===== src/hdl/bdlp_pkg.sv =====
package bdlp_pkg;

	// Default build and register widths
	localparam int NUM_BUTTONS_DEF = 3;
	localparam int TICKS_W         = 16;
	localparam int ADDR_W          = 3;
	localparam int DATA_W          = 32;

	// Register reset values
	localparam logic [TICKS_W-1:0] LONG_TICKS_RST    = 16'd300;
	localparam logic               PRESSED_LEVEL_RST = 1'b0;

	// Register index, taken from paddr[2]
	localparam logic REG_LONG_TICKS    = 1'b0;
	localparam logic REG_PRESSED_LEVEL = 1'b1;

	// Request codes
	localparam logic [1:0] REQ_TICK       = 2'd0;
	localparam logic [1:0] REQ_TAKE_ONE   = 2'd1;
	localparam logic [1:0] REQ_TAKE_FIRST = 2'd2;

	// Summary codes
	localparam logic [1:0] KIND_NONE    = 2'd0;
	localparam logic [1:0] KIND_PENDING = 2'd1;
	localparam logic [1:0] KIND_LONG    = 2'd2;

	typedef struct packed {
		logic [1:0] req_type;
		logic [2:0] pin_levels;
		logic [1:0] button_index;
	} req_item_t;

	typedef struct packed {
		logic [2:0] press_pending_mask;
		logic [2:0] long_press_mask;
		logic [2:0] held_mask;
		logic       taken;
		logic [1:0] taken_index;
		logic [1:0] first_long_index;
		logic [1:0] press_kind;
	} res_item_t;

endpackage


===== src/hdl/button_debounce_long_press.sv =====
// Button debouncer with one-shot press events and long-press detection.
// Request channel (req_valid/req_ready/req_data): a tick carries the raw
// pin levels, a take-one request clears the press event of button_index,
// a take-first request clears the lowest pending press event.
// Result channel (res_valid/res_ready/res_data): one item per request with
// the pending, long-press and held masks after the request has acted, the
// consumed index, the first long-pressed button from index 1 and a summary.
// Button state and the result register load at the edge that accepts the
// request. Throughput is one item per cycle while the receiver keeps up; the
// per-button debounce and counter logic is parallel and needs one pass.
// When the receiver stalls, the result register holds and req_ready drops
// until the result is taken; a result taken in the same cycle frees the slot.
// At reset the sample history and stable levels go to the released level,
// the one-shots arm, the flags and counters clear, and no result is held.
// The APB port (pready always high) holds long_press_ticks at 0x0 and
// pressed_level at 0x4; write it only while no request is in flight.
module button_debounce_long_press import bdlp_pkg::*; #(
	parameter int NUM_BUTTONS = NUM_BUTTONS_DEF
) (
	input  logic              clk,
	input  logic              arst_n,
	input  logic              psel,
	input  logic              penable,
	input  logic              pwrite,
	input  logic [ADDR_W-1:0] paddr,
	input  logic [DATA_W-1:0] pwdata,
	output logic [DATA_W-1:0] prdata,
	output logic              pready,
	input  logic              req_valid,
	output logic              req_ready,
	input  req_item_t         req_data,
	output logic              res_valid,
	input  logic              res_ready,
	output res_item_t         res_data
);

	localparam logic [NUM_BUTTONS-1:0] ALL_ONES = {NUM_BUTTONS{1'b1}};
	localparam logic [NUM_BUTTONS-1:0] REL_RST  = {NUM_BUTTONS{~PRESSED_LEVEL_RST}};
	localparam logic [1:0]             NONE_IDX = 2'(NUM_BUTTONS);

	// Configuration registers
	logic [TICKS_W-1:0] long_ticks_q;
	logic               pressed_lvl_q;

	// Button state
	logic [NUM_BUTTONS-1:0] hist_q [3];
	logic [NUM_BUTTONS-1:0] stable_q;
	logic [NUM_BUTTONS-1:0] down_q;
	logic [NUM_BUTTONS-1:0] armed_q;
	logic [NUM_BUTTONS-1:0] long_q;
	logic [TICKS_W-1:0]     cnt_q [NUM_BUTTONS];

	logic [NUM_BUTTONS-1:0] hist_d [3];
	logic [NUM_BUTTONS-1:0] stable_d;
	logic [NUM_BUTTONS-1:0] down_d;
	logic [NUM_BUTTONS-1:0] armed_d;
	logic [NUM_BUTTONS-1:0] long_d;
	logic [TICKS_W-1:0]     cnt_d [NUM_BUTTONS];

	logic [NUM_BUTTONS-1:0] pins;
	logic [NUM_BUTTONS-1:0] agree;
	logic [NUM_BUTTONS-1:0] pend_q;
	logic [NUM_BUTTONS-1:0] pend_d;
	logic [NUM_BUTTONS-1:0] sel_oh;
	logic [NUM_BUTTONS-1:0] first_oh;
	logic                   taken_d;
	logic [1:0]             taken_ix_d;
	logic [1:0]             first_pend_ix;
	logic [1:0]             first_long_d;
	logic [1:0]             kind_d;
	logic                   req_acc;
	logic                   cfg_wr;
	logic                   res_valid_q;
	res_item_t              res_q;

	assign pready    = 1'b1;
	assign cfg_wr    = psel && penable && pwrite;
	assign req_ready = !res_valid_q || res_ready;
	assign req_acc   = req_valid && req_ready;
	assign res_valid = res_valid_q;
	assign res_data  = res_q;

	// Read back the addressed register
	always_comb begin
		case (paddr[2])
			REG_LONG_TICKS:    prdata = DATA_W'(long_ticks_q);
			REG_PRESSED_LEVEL: prdata = DATA_W'(pressed_lvl_q);
			default:           prdata = '0;
		endcase
	end

	// Write configuration registers
	always_ff @(posedge clk or negedge arst_n) begin
		if (!arst_n) begin
			long_ticks_q  <= LONG_TICKS_RST;
			pressed_lvl_q <= PRESSED_LEVEL_RST;
		end else if (cfg_wr) begin
			case (paddr[2])
				REG_LONG_TICKS:    long_ticks_q  <= pwdata[TICKS_W-1:0];
				REG_PRESSED_LEVEL: pressed_lvl_q <= pwdata[0];
				default: ;
			endcase
		end
	end

	assign pins     = NUM_BUTTONS'(req_data.pin_levels);
	assign pend_q   = down_q & armed_q;
	assign sel_oh   = NUM_BUTTONS'(1) << req_data.button_index;
	assign first_oh = pend_q & (~pend_q + NUM_BUTTONS'(1));
	assign agree    = ~(hist_q[2] ^ hist_q[1]) & ~(hist_q[2] ^ pins);

	// Locate the lowest pending press
	always_comb begin
		first_pend_ix = NONE_IDX;
		for (int i = NUM_BUTTONS - 1; i >= 0; i--) begin
			if (pend_q[i]) begin
				first_pend_ix = 2'(i);
			end
		end
	end

	// Advance debounce, hold counters and one-shots for the accepted item
	always_comb begin
		logic [TICKS_W-1:0] dec;
		hist_d     = hist_q;
		stable_d   = stable_q;
		down_d     = down_q;
		armed_d    = armed_q;
		long_d     = long_q;
		cnt_d      = cnt_q;
		taken_d    = 1'b0;
		taken_ix_d = NONE_IDX;
		dec        = '0;
		case (req_data.req_type)
			REQ_TICK: begin
				hist_d[0] = hist_q[1];
				hist_d[1] = hist_q[2];
				hist_d[2] = pins;
				for (int i = 0; i < NUM_BUTTONS; i++) begin
					dec = (cnt_q[i] != '0) ? cnt_q[i] - TICKS_W'(1) : '0;
					if (agree[i]) begin
						if (pins[i] != stable_q[i]) begin
							stable_d[i] = pins[i];
							if (pins[i] == pressed_lvl_q) begin
								down_d[i] = 1'b1;
								cnt_d[i]  = long_ticks_q;
							end else begin
								down_d[i]  = 1'b0;
								long_d[i]  = 1'b0;
								armed_d[i] = 1'b1;
							end
						end else if (stable_q[i] == pressed_lvl_q) begin
							cnt_d[i] = dec;
							if (dec == '0) begin
								long_d[i] = 1'b1;
							end
						end
					end
				end
			end
			REQ_TAKE_ONE: begin
				// one-hot select is empty for an index beyond the buttons
				if ((pend_q & sel_oh) != '0) begin
					armed_d    = armed_q & ~sel_oh;
					taken_d    = 1'b1;
					taken_ix_d = req_data.button_index;
				end
			end
			REQ_TAKE_FIRST: begin
				if (pend_q != '0) begin
					armed_d    = armed_q & ~first_oh;
					taken_d    = 1'b1;
					taken_ix_d = first_pend_ix;
				end
			end
			default: ;
		endcase
	end

	assign pend_d = down_d & armed_d;

	// Build the status summary; button 0 is left out of the long-press index
	always_comb begin
		first_long_d = NONE_IDX;
		for (int i = NUM_BUTTONS - 1; i >= 1; i--) begin
			if (long_d[i]) begin
				first_long_d = 2'(i);
			end
		end
		if (pend_d != '0) begin
			kind_d = KIND_PENDING;
		end else if (long_d != '0) begin
			kind_d = KIND_LONG;
		end else begin
			kind_d = KIND_NONE;
		end
	end

	// Hold button state
	always_ff @(posedge clk or negedge arst_n) begin
		if (!arst_n) begin
			hist_q[0] <= REL_RST;
			hist_q[1] <= REL_RST;
			hist_q[2] <= REL_RST;
			stable_q  <= REL_RST;
			down_q    <= '0;
			armed_q   <= ALL_ONES;
			long_q    <= '0;
			for (int i = 0; i < NUM_BUTTONS; i++) begin
				cnt_q[i] <= '0;
			end
		end else if (req_acc) begin
			hist_q   <= hist_d;
			stable_q <= stable_d;
			down_q   <= down_d;
			armed_q  <= armed_d;
			long_q   <= long_d;
			cnt_q    <= cnt_d;
		end
	end

	// Result valid flag
	always_ff @(posedge clk or negedge arst_n) begin
		if (!arst_n) begin
			res_valid_q <= 1'b0;
		end else if (req_acc) begin
			res_valid_q <= 1'b1;
		end else if (res_ready) begin
			res_valid_q <= 1'b0;
		end
	end

	// Result payload
	always_ff @(posedge clk) begin
		if (req_acc) begin
			res_q.press_pending_mask <= 3'(pend_d);
			res_q.long_press_mask    <= 3'(long_d);
			res_q.held_mask          <= 3'(down_d);
			res_q.taken              <= taken_d;
			res_q.taken_index        <= taken_ix_d;
			res_q.first_long_index   <= first_long_d;
			res_q.press_kind         <= kind_d;
		end
	end

	// A pending press is always a held button
	a_pend_held: assert property (@(posedge clk) disable iff (!arst_n)
		res_valid |-> ((res_data.press_pending_mask & ~res_data.held_mask) == 3'd0))
		else $error("pending press on a released button");

	// No consume reports the none index
	a_none_idx: assert property (@(posedge clk) disable iff (!arst_n)
		(res_valid && !res_data.taken) |-> (res_data.taken_index == NONE_IDX))
		else $error("taken index set without a consume");

	// Every accepted item shows up as a result in the next cycle
	a_acc_res: assert property (@(posedge clk) disable iff (!arst_n)
		req_acc |=> res_valid)
		else $error("accepted item produced no result");

	// A tick never consumes a press
	a_tick_no_take: assert property (@(posedge clk) disable iff (!arst_n)
		(req_acc && (req_data.req_type == REQ_TICK)) |=> !res_data.taken)
		else $error("tick reported a consumed press");

endmodule


===== config.mk =====
export PLATFORM = sky130hd
export DESIGN_NAME = button_debounce_long_press
export DESIGN_NICKNAME = d
export VERILOG_FILES = /design/src/hdl/bdlp_pkg.sv /design/src/hdl/button_debounce_long_press.sv
export SDC_FILE = /design/constraint.sdc
export NUM_CORES = 1
export LEC_CHECK = 0
export BUFFER_PORTS_ARGS = -buffer_cell sky130_fd_sc_hd__buf_2
export CAP_MARGIN = 20
export CELL_PAD_IN_SITES_DETAIL_PLACEMENT = 0
export CELL_PAD_IN_SITES_GLOBAL_PLACEMENT = 1
export CORE_ASPECT_RATIO = 0.8
export CORE_MARGIN = 4
export CORE_UTILIZATION = 45
export CTS_BUF_LIST = sky130_fd_sc_hd__clkbuf_8
export CTS_CLUSTER_DIAMETER = 80
export CTS_CLUSTER_SIZE = 8
export DETAILED_ROUTE_END_ITERATION = 6
export HOLD_SLACK_MARGIN = 0.12
export PLACE_DENSITY_LB_ADDON = 0.1
export SLEW_MARGIN = 20
export SYNTH_ARGS = -nofsm -noshare
export SYNTH_HDL_FRONTEND = slang
export SYNTH_SLANG_ARGS = --single-unit

===== constraint.sdc =====
create_clock -name clk -period 4.52 [get_ports clk]
set_input_delay 0.678 -clock clk [delete_from_list [all_inputs] [get_ports clk]]
set_output_delay 0.678 -clock clk [all_outputs]
set_load 0.03 [all_outputs]

==> results.rst <==
.. list-table::
   :header-rows: 1

   * - Metric
     - Value
   * - Result of the run
     - finished, final reports clean
   * - Via count
     - 5543
   * - Remaining DRCs
     - 0
   * - Arrival time of the worst setup path
     - 3.23 ns
   * - CTS max path bufs
     - 2
   * - Primary flip-flop cell chosen by synthesis mapping
     - sky130_fd_sc_hd__dfrtp_1
   * - Leading cell types in the layout, fill and taps excluded
     - sky130_fd_sc_hd__o21ai_0, sky130_fd_sc_hd__dfrtp_1, sky130_fd_sc_hd__nor2_1
   * - Count of max-cap constraint violations
     - 0
   * - I/O pin cnt
     - 100
   * - Worst ir drop on vdd
     - 0.000290 V
   * - Switching component of the power
     - 1.82 mW
   * - Number of clock sinks seen by CTS
     - 100
   * - Final min period
     - 3.00 ns
   * - Leakage power summed over all cells
     - 2.79 nW
   * - Setup TNS
     - 0 ns
   * - TritonCTS clock tree
     - yes
   * - Number of buffers inserted by hold repair at cts
     - 0
   * - Element type at the critical path start
     - flop
   * - Power density normalized to cell area
     - 576 mW/mm^2
   * - Library cell occupying the most area in the post-synthesis netlist
     - sky130_fd_sc_hd__dfrtp_1
   * - Number of warnings issued by yosys
     - 0
   * - Part of the total power dissipated in sequential elements
     - 42.2%
   * - Cell depth of the worst setup path
     - 8
   * - Compound-cell area share of the yosys netlist
     - 20.5%
   * - Max Slew Vio Count
     - 0
   * - Initial core utilization
     - 46.9%
   * - Number of antenna violations at the first check in global routing
     - 0
   * - Insertion delay of the later-clocked pin in the worst-skew pair
     - 0.38 ns
   * - Number of enable-type register cells in the synthesized netlist
     - 16
   * - Final clock period utilization by the worst path
     - 66.5%
   * - Global routing usage summed across all routing layers
     - 21.6%
   * - Hold crit path type
     - input pin to asynchronous set/reset pin
   * - Proportion of total power due to net switching
     - 47.1%
   * - Critical path class
     - flop to flop
   * - Routed wirelength normalized by instance count
     - 18.5 um
   * - Clock-pin slew of the registers on the worst-case setup and hold paths
     - 0.11 ns
   * - Fraction of layout instances using a drive strength above 1
     - 19.1%
   * - Largest delay contributor family on the critical path
     - compound AO/OA/AOI/OAI gates
   * - Series of cell instances along the critical path
     - inv_1 > ha_1 > nor2b_1 > nand4_1 > o21bai_1 > nor2_1 > o21ai_0 > o21ai_0
   * - Multiplexer share of the synthesized area
     - 5.58%
   * - Crit path max-delay cell type
     - sky130_fd_sc_hd__o21bai_1
   * - Area of the core
     - 0.0131 mm^2
   * - Worst Skew
     - 0.00759 ns
   * - Most Frequent Cell on Critical Path
     - sky130_fd_sc_hd__o21ai_0
   * - Global routing usage on met1
     - 32.0%
   * - Average footprint of a synthesized cell
     - 8.77 um^2
   * - Tightest Pin Transition
     - 1.00 ns
   * - Combinational family with the most area after synthesis
     - simple AND/OR/NAND/NOR gates
   * - Length of the first detailed-routing pass in iterations
     - 5
   * - CTS Buf Count
     - 9
   * - Met2 demand-to-capacity share in global routing
     - 31.7%
   * - Dpl hpwl
     - 11900 um
   * - Biggest area contributors in the synthesized netlist
     - sky130_fd_sc_hd__dfrtp_1, sky130_fd_sc_hd__edfxtp_1, sky130_fd_sc_hd__dfstp_2, sky130_fd_sc_hd__o21ai_0, sky130_fd_sc_hd__mux2_2
   * - Async S/R FF share, synth
     - 84.0%
   * - Fraction of the yosys area taken by sequential cells
     - 42.4%
   * - Post-Synth XOR/XNOR Area
     - 1.57%
   * - CP bufs+invs
     - 1
   * - Final Hold Violating Endpoints
     - 0
   * - Post-synthesis share of cell area spent on and, or, nand and nor gates
     - 22.2%
   * - Number of different library cells in the post-synthesis netlist
     - 62
   * - Most common library cell in the layout ignoring fill and taps
     - sky130_fd_sc_hd__o21ai_0
   * - Final ANT Viol Nets
     - 0
   * - Combinational share of power
     - 43.0%
   * - Cell count after synthesis
     - 700
   * - Clock share of power
     - 14.7%
   * - Critical Path Fanout Max
     - 12
   * - Global Route met3 Usage
     - 5.88%
   * - Die width
     - 139 um
   * - Unrepaired setup endpoints after global routing
     - false
   * - Delay of the slowest critical-path stage
     - 0.87 ns
   * - Vias per cell
     - 6.01
   * - Required arrival time at the worst endpoint
     - 4.74 ns
   * - Number of cell instances on the worst register-to-register path
     - 8
   * - Post-detailed-routing wire length
     - 17000 um
   * - Adder and majority gate portion of the synthesized area
     - 1.63%
   * - Setup violations, final
     - 0
   * - Fraction of synthesized cell area taken by the top area cell type
     - 27.7%
   * - Htree depth
     - 3
   * - Setup Fix Bufs, Post-CTS
     - 0
   * - Post-synthesis cell area
     - 0.00614 mm^2
   * - Busiest grt layer
     - met1
   * - Global-route congestion overflow total
     - 0
   * - Cell area after placement
     - 0.00652 mm^2
   * - Number of global-route vias before repair
     - 5019
   * - Die boundary height
     - 112 um
   * - Critical Path End Type
     - flop
   * - Pin count of the biggest net entering global routing
     - 46
   * - Die ar.
     - 0.0156 mm^2
   * - Root cell of the clock tree
     - sky130_fd_sc_hd__clkbuf_8
   * - Iteration-0 DRC count of the detailed router
     - 543
   * - Layout filler cell count
     - 1259
   * - Worst slew slack as a fraction of its limit
     - 33.2%
   * - Total non-filler cell area in the finished layout
     - 0.00672 mm^2
   * - Cell Int Power
     - 2.05 mW
   * - Std-Cell Rows
     - 37
   * - Wire length of the first global-routing pass
     - 27200 um
   * - Count of cells resized by post-cts repair
     - 0
   * - Routability-driven placement congestion ratio
     - 0.862
   * - Nets
     - 800
   * - Total of buffers placed on input and output ports
     - 64
   * - Layout Area Growth over Synthesis
     - 9.46%
   * - Post-synthesis register bit count
     - 100
   * - Ant diodes
     - 0
   * - FMAX
     - 333 MHz
==> state kept, by name, summed over array words and instances, names as in the netlist <==
name,flops
long_ticks_q,16
armed_q,3
stable_q,3
hist_q,6
pressed_lvl_q,1
cnt_q,48
res_valid,1
res_data,16
long_q,3
down_q,3
==> metal layers <==
| layer | routed length [um] | up-vias | share of wire (%) |
|---|---|---|---|
| li1 | - | 2643 | - |
| met1 | 8220 | 2659 | 48 |
| met2 | 7130 | 221 | 42 |
| met3 | 1460 | 20 | 8.6 |
| met4 | 234 | 0 | 1.4 |
| met5 | 0 | - | 0 |
==> cell type report <==
cell class	count	area (um^2)	area share (%)
inverters	26	97.6	1.45
multi-input cells	536	3240	48.2
repair buffers	70	368	5.47
flip-flops and latches	100	2600	38.7
clock buffers	9	124	1.84
well taps	175	219	3.26
clock inverters	7	71.3	1.06
==> power groups by stage <==
stage | sequential (mW) | clock [mW] | combinational [mW]
5_1_grt | 1.68 | 0.622 | 1.87
3_5_place_dp | 1.63 | 0 | 1.64
6_report | 1.63 | 0.570 | 1.67
4_1_cts | 1.62 | 0.589 | 1.65
2_1_floorplan | 1.45 | 0 | 1.34
3_3_place_gp | 1.62 | 0 | 1.61
==> per-stage QoR <==
step / instances / setup slack (ns) / utilization (%) / power, mW / hold slack [ns]
2_1_floorplan: 715 / 2.07 / - / 2.79 / 0.382
3_3_place_gp: 907 / 1.59 / 49.7 / 3.24 / 0.469
3_5_place_dp: 907 / 1.54 / 49.7 / 3.27 / 0.477
4_1_cts: 923 / 1.55 / 51.2 / 3.85 / 0.313
5_1_grt: 923 / 1.17 / 51.3 / 4.17 / 0.342
6_report: 923 / 1.52 / 51.3 / 3.87 / 0.304
==> worst paths after layout <==
check,to,slack [ns],start
min in group clk,long_q[0]$_DFFE_PN0P_,0.50,long_q[0]$_DFFE_PN0P_
setup / recovery,cnt_q[29]$_DFFE_PN0P_,1.52,cnt_q[16]$_DFFE_PN0P_
hold reg to reg,long_q[0]$_DFFE_PN0P_,0.50,long_q[0]$_DFFE_PN0P_
hold / removal,cnt_q[36]$_DFFE_PN0P_,0.30,arst_n
setup reg to reg,cnt_q[29]$_DFFE_PN0P_,1.52,cnt_q[16]$_DFFE_PN0P_
max in group asynchronous,armed_q[2]$_DFFE_PN1P_,3.24,arst_n
==> kinds of logic after synthesis <==
kind of cell / count (synthesis)
mux: 31
flops: 100
other cells: 2
fa+ha+maj: 8
simple gates: 259
compound gates: 210
buf+inv: 79
xor+xnor: 11
==> cell usage after synthesis, types with 5 or more instances <==
| master | number |
|---|---|
| sky130_fd_sc_hd__o21ai_0 | 78 |
| sky130_fd_sc_hd__dfrtp_1 | 68 |
| sky130_fd_sc_hd__nor2_1 | 66 |
| sky130_fd_sc_hd__a21oi_1 | 44 |
| sky130_fd_sc_hd__nand2_1 | 44 |
| sky130_fd_sc_hd__nor3_1 | 40 |
| sky130_fd_sc_hd__clkbuf_1 | 29 |
| sky130_fd_sc_hd__inv_1 | 26 |
| sky130_fd_sc_hd__mux2_2 | 26 |
| sky130_fd_sc_hd__nor2b_1 | 21 |
| sky130_fd_sc_hd__buf_4 | 17 |
| sky130_fd_sc_hd__a22oi_1 | 16 |
| sky130_fd_sc_hd__dfstp_2 | 16 |
| sky130_fd_sc_hd__edfxtp_1 | 16 |
| sky130_fd_sc_hd__nor4_1 | 13 |
| sky130_fd_sc_hd__nand4_1 | 12 |
| sky130_fd_sc_hd__o21ai_1 | 11 |
| sky130_fd_sc_hd__a31oi_1 | 9 |
| sky130_fd_sc_hd__a32oi_1 | 9 |
| sky130_fd_sc_hd__or3_1 | 9 |
| sky130_fd_sc_hd__a211oi_1 | 8 |
| sky130_fd_sc_hd__ha_1 | 8 |
| sky130_fd_sc_hd__o22ai_1 | 8 |
| sky130_fd_sc_hd__buf_2 | 7 |
| sky130_fd_sc_hd__nand3_1 | 7 |
| sky130_fd_sc_hd__or2_2 | 7 |
| sky130_fd_sc_hd__xnor2_1 | 7 |
| sky130_fd_sc_hd__o31ai_1 | 6 |
| sky130_fd_sc_hd__or4_1 | 6 |
| sky130_fd_sc_hd__mux2i_1 | 5 |
(Power assumes the default switching activity.)
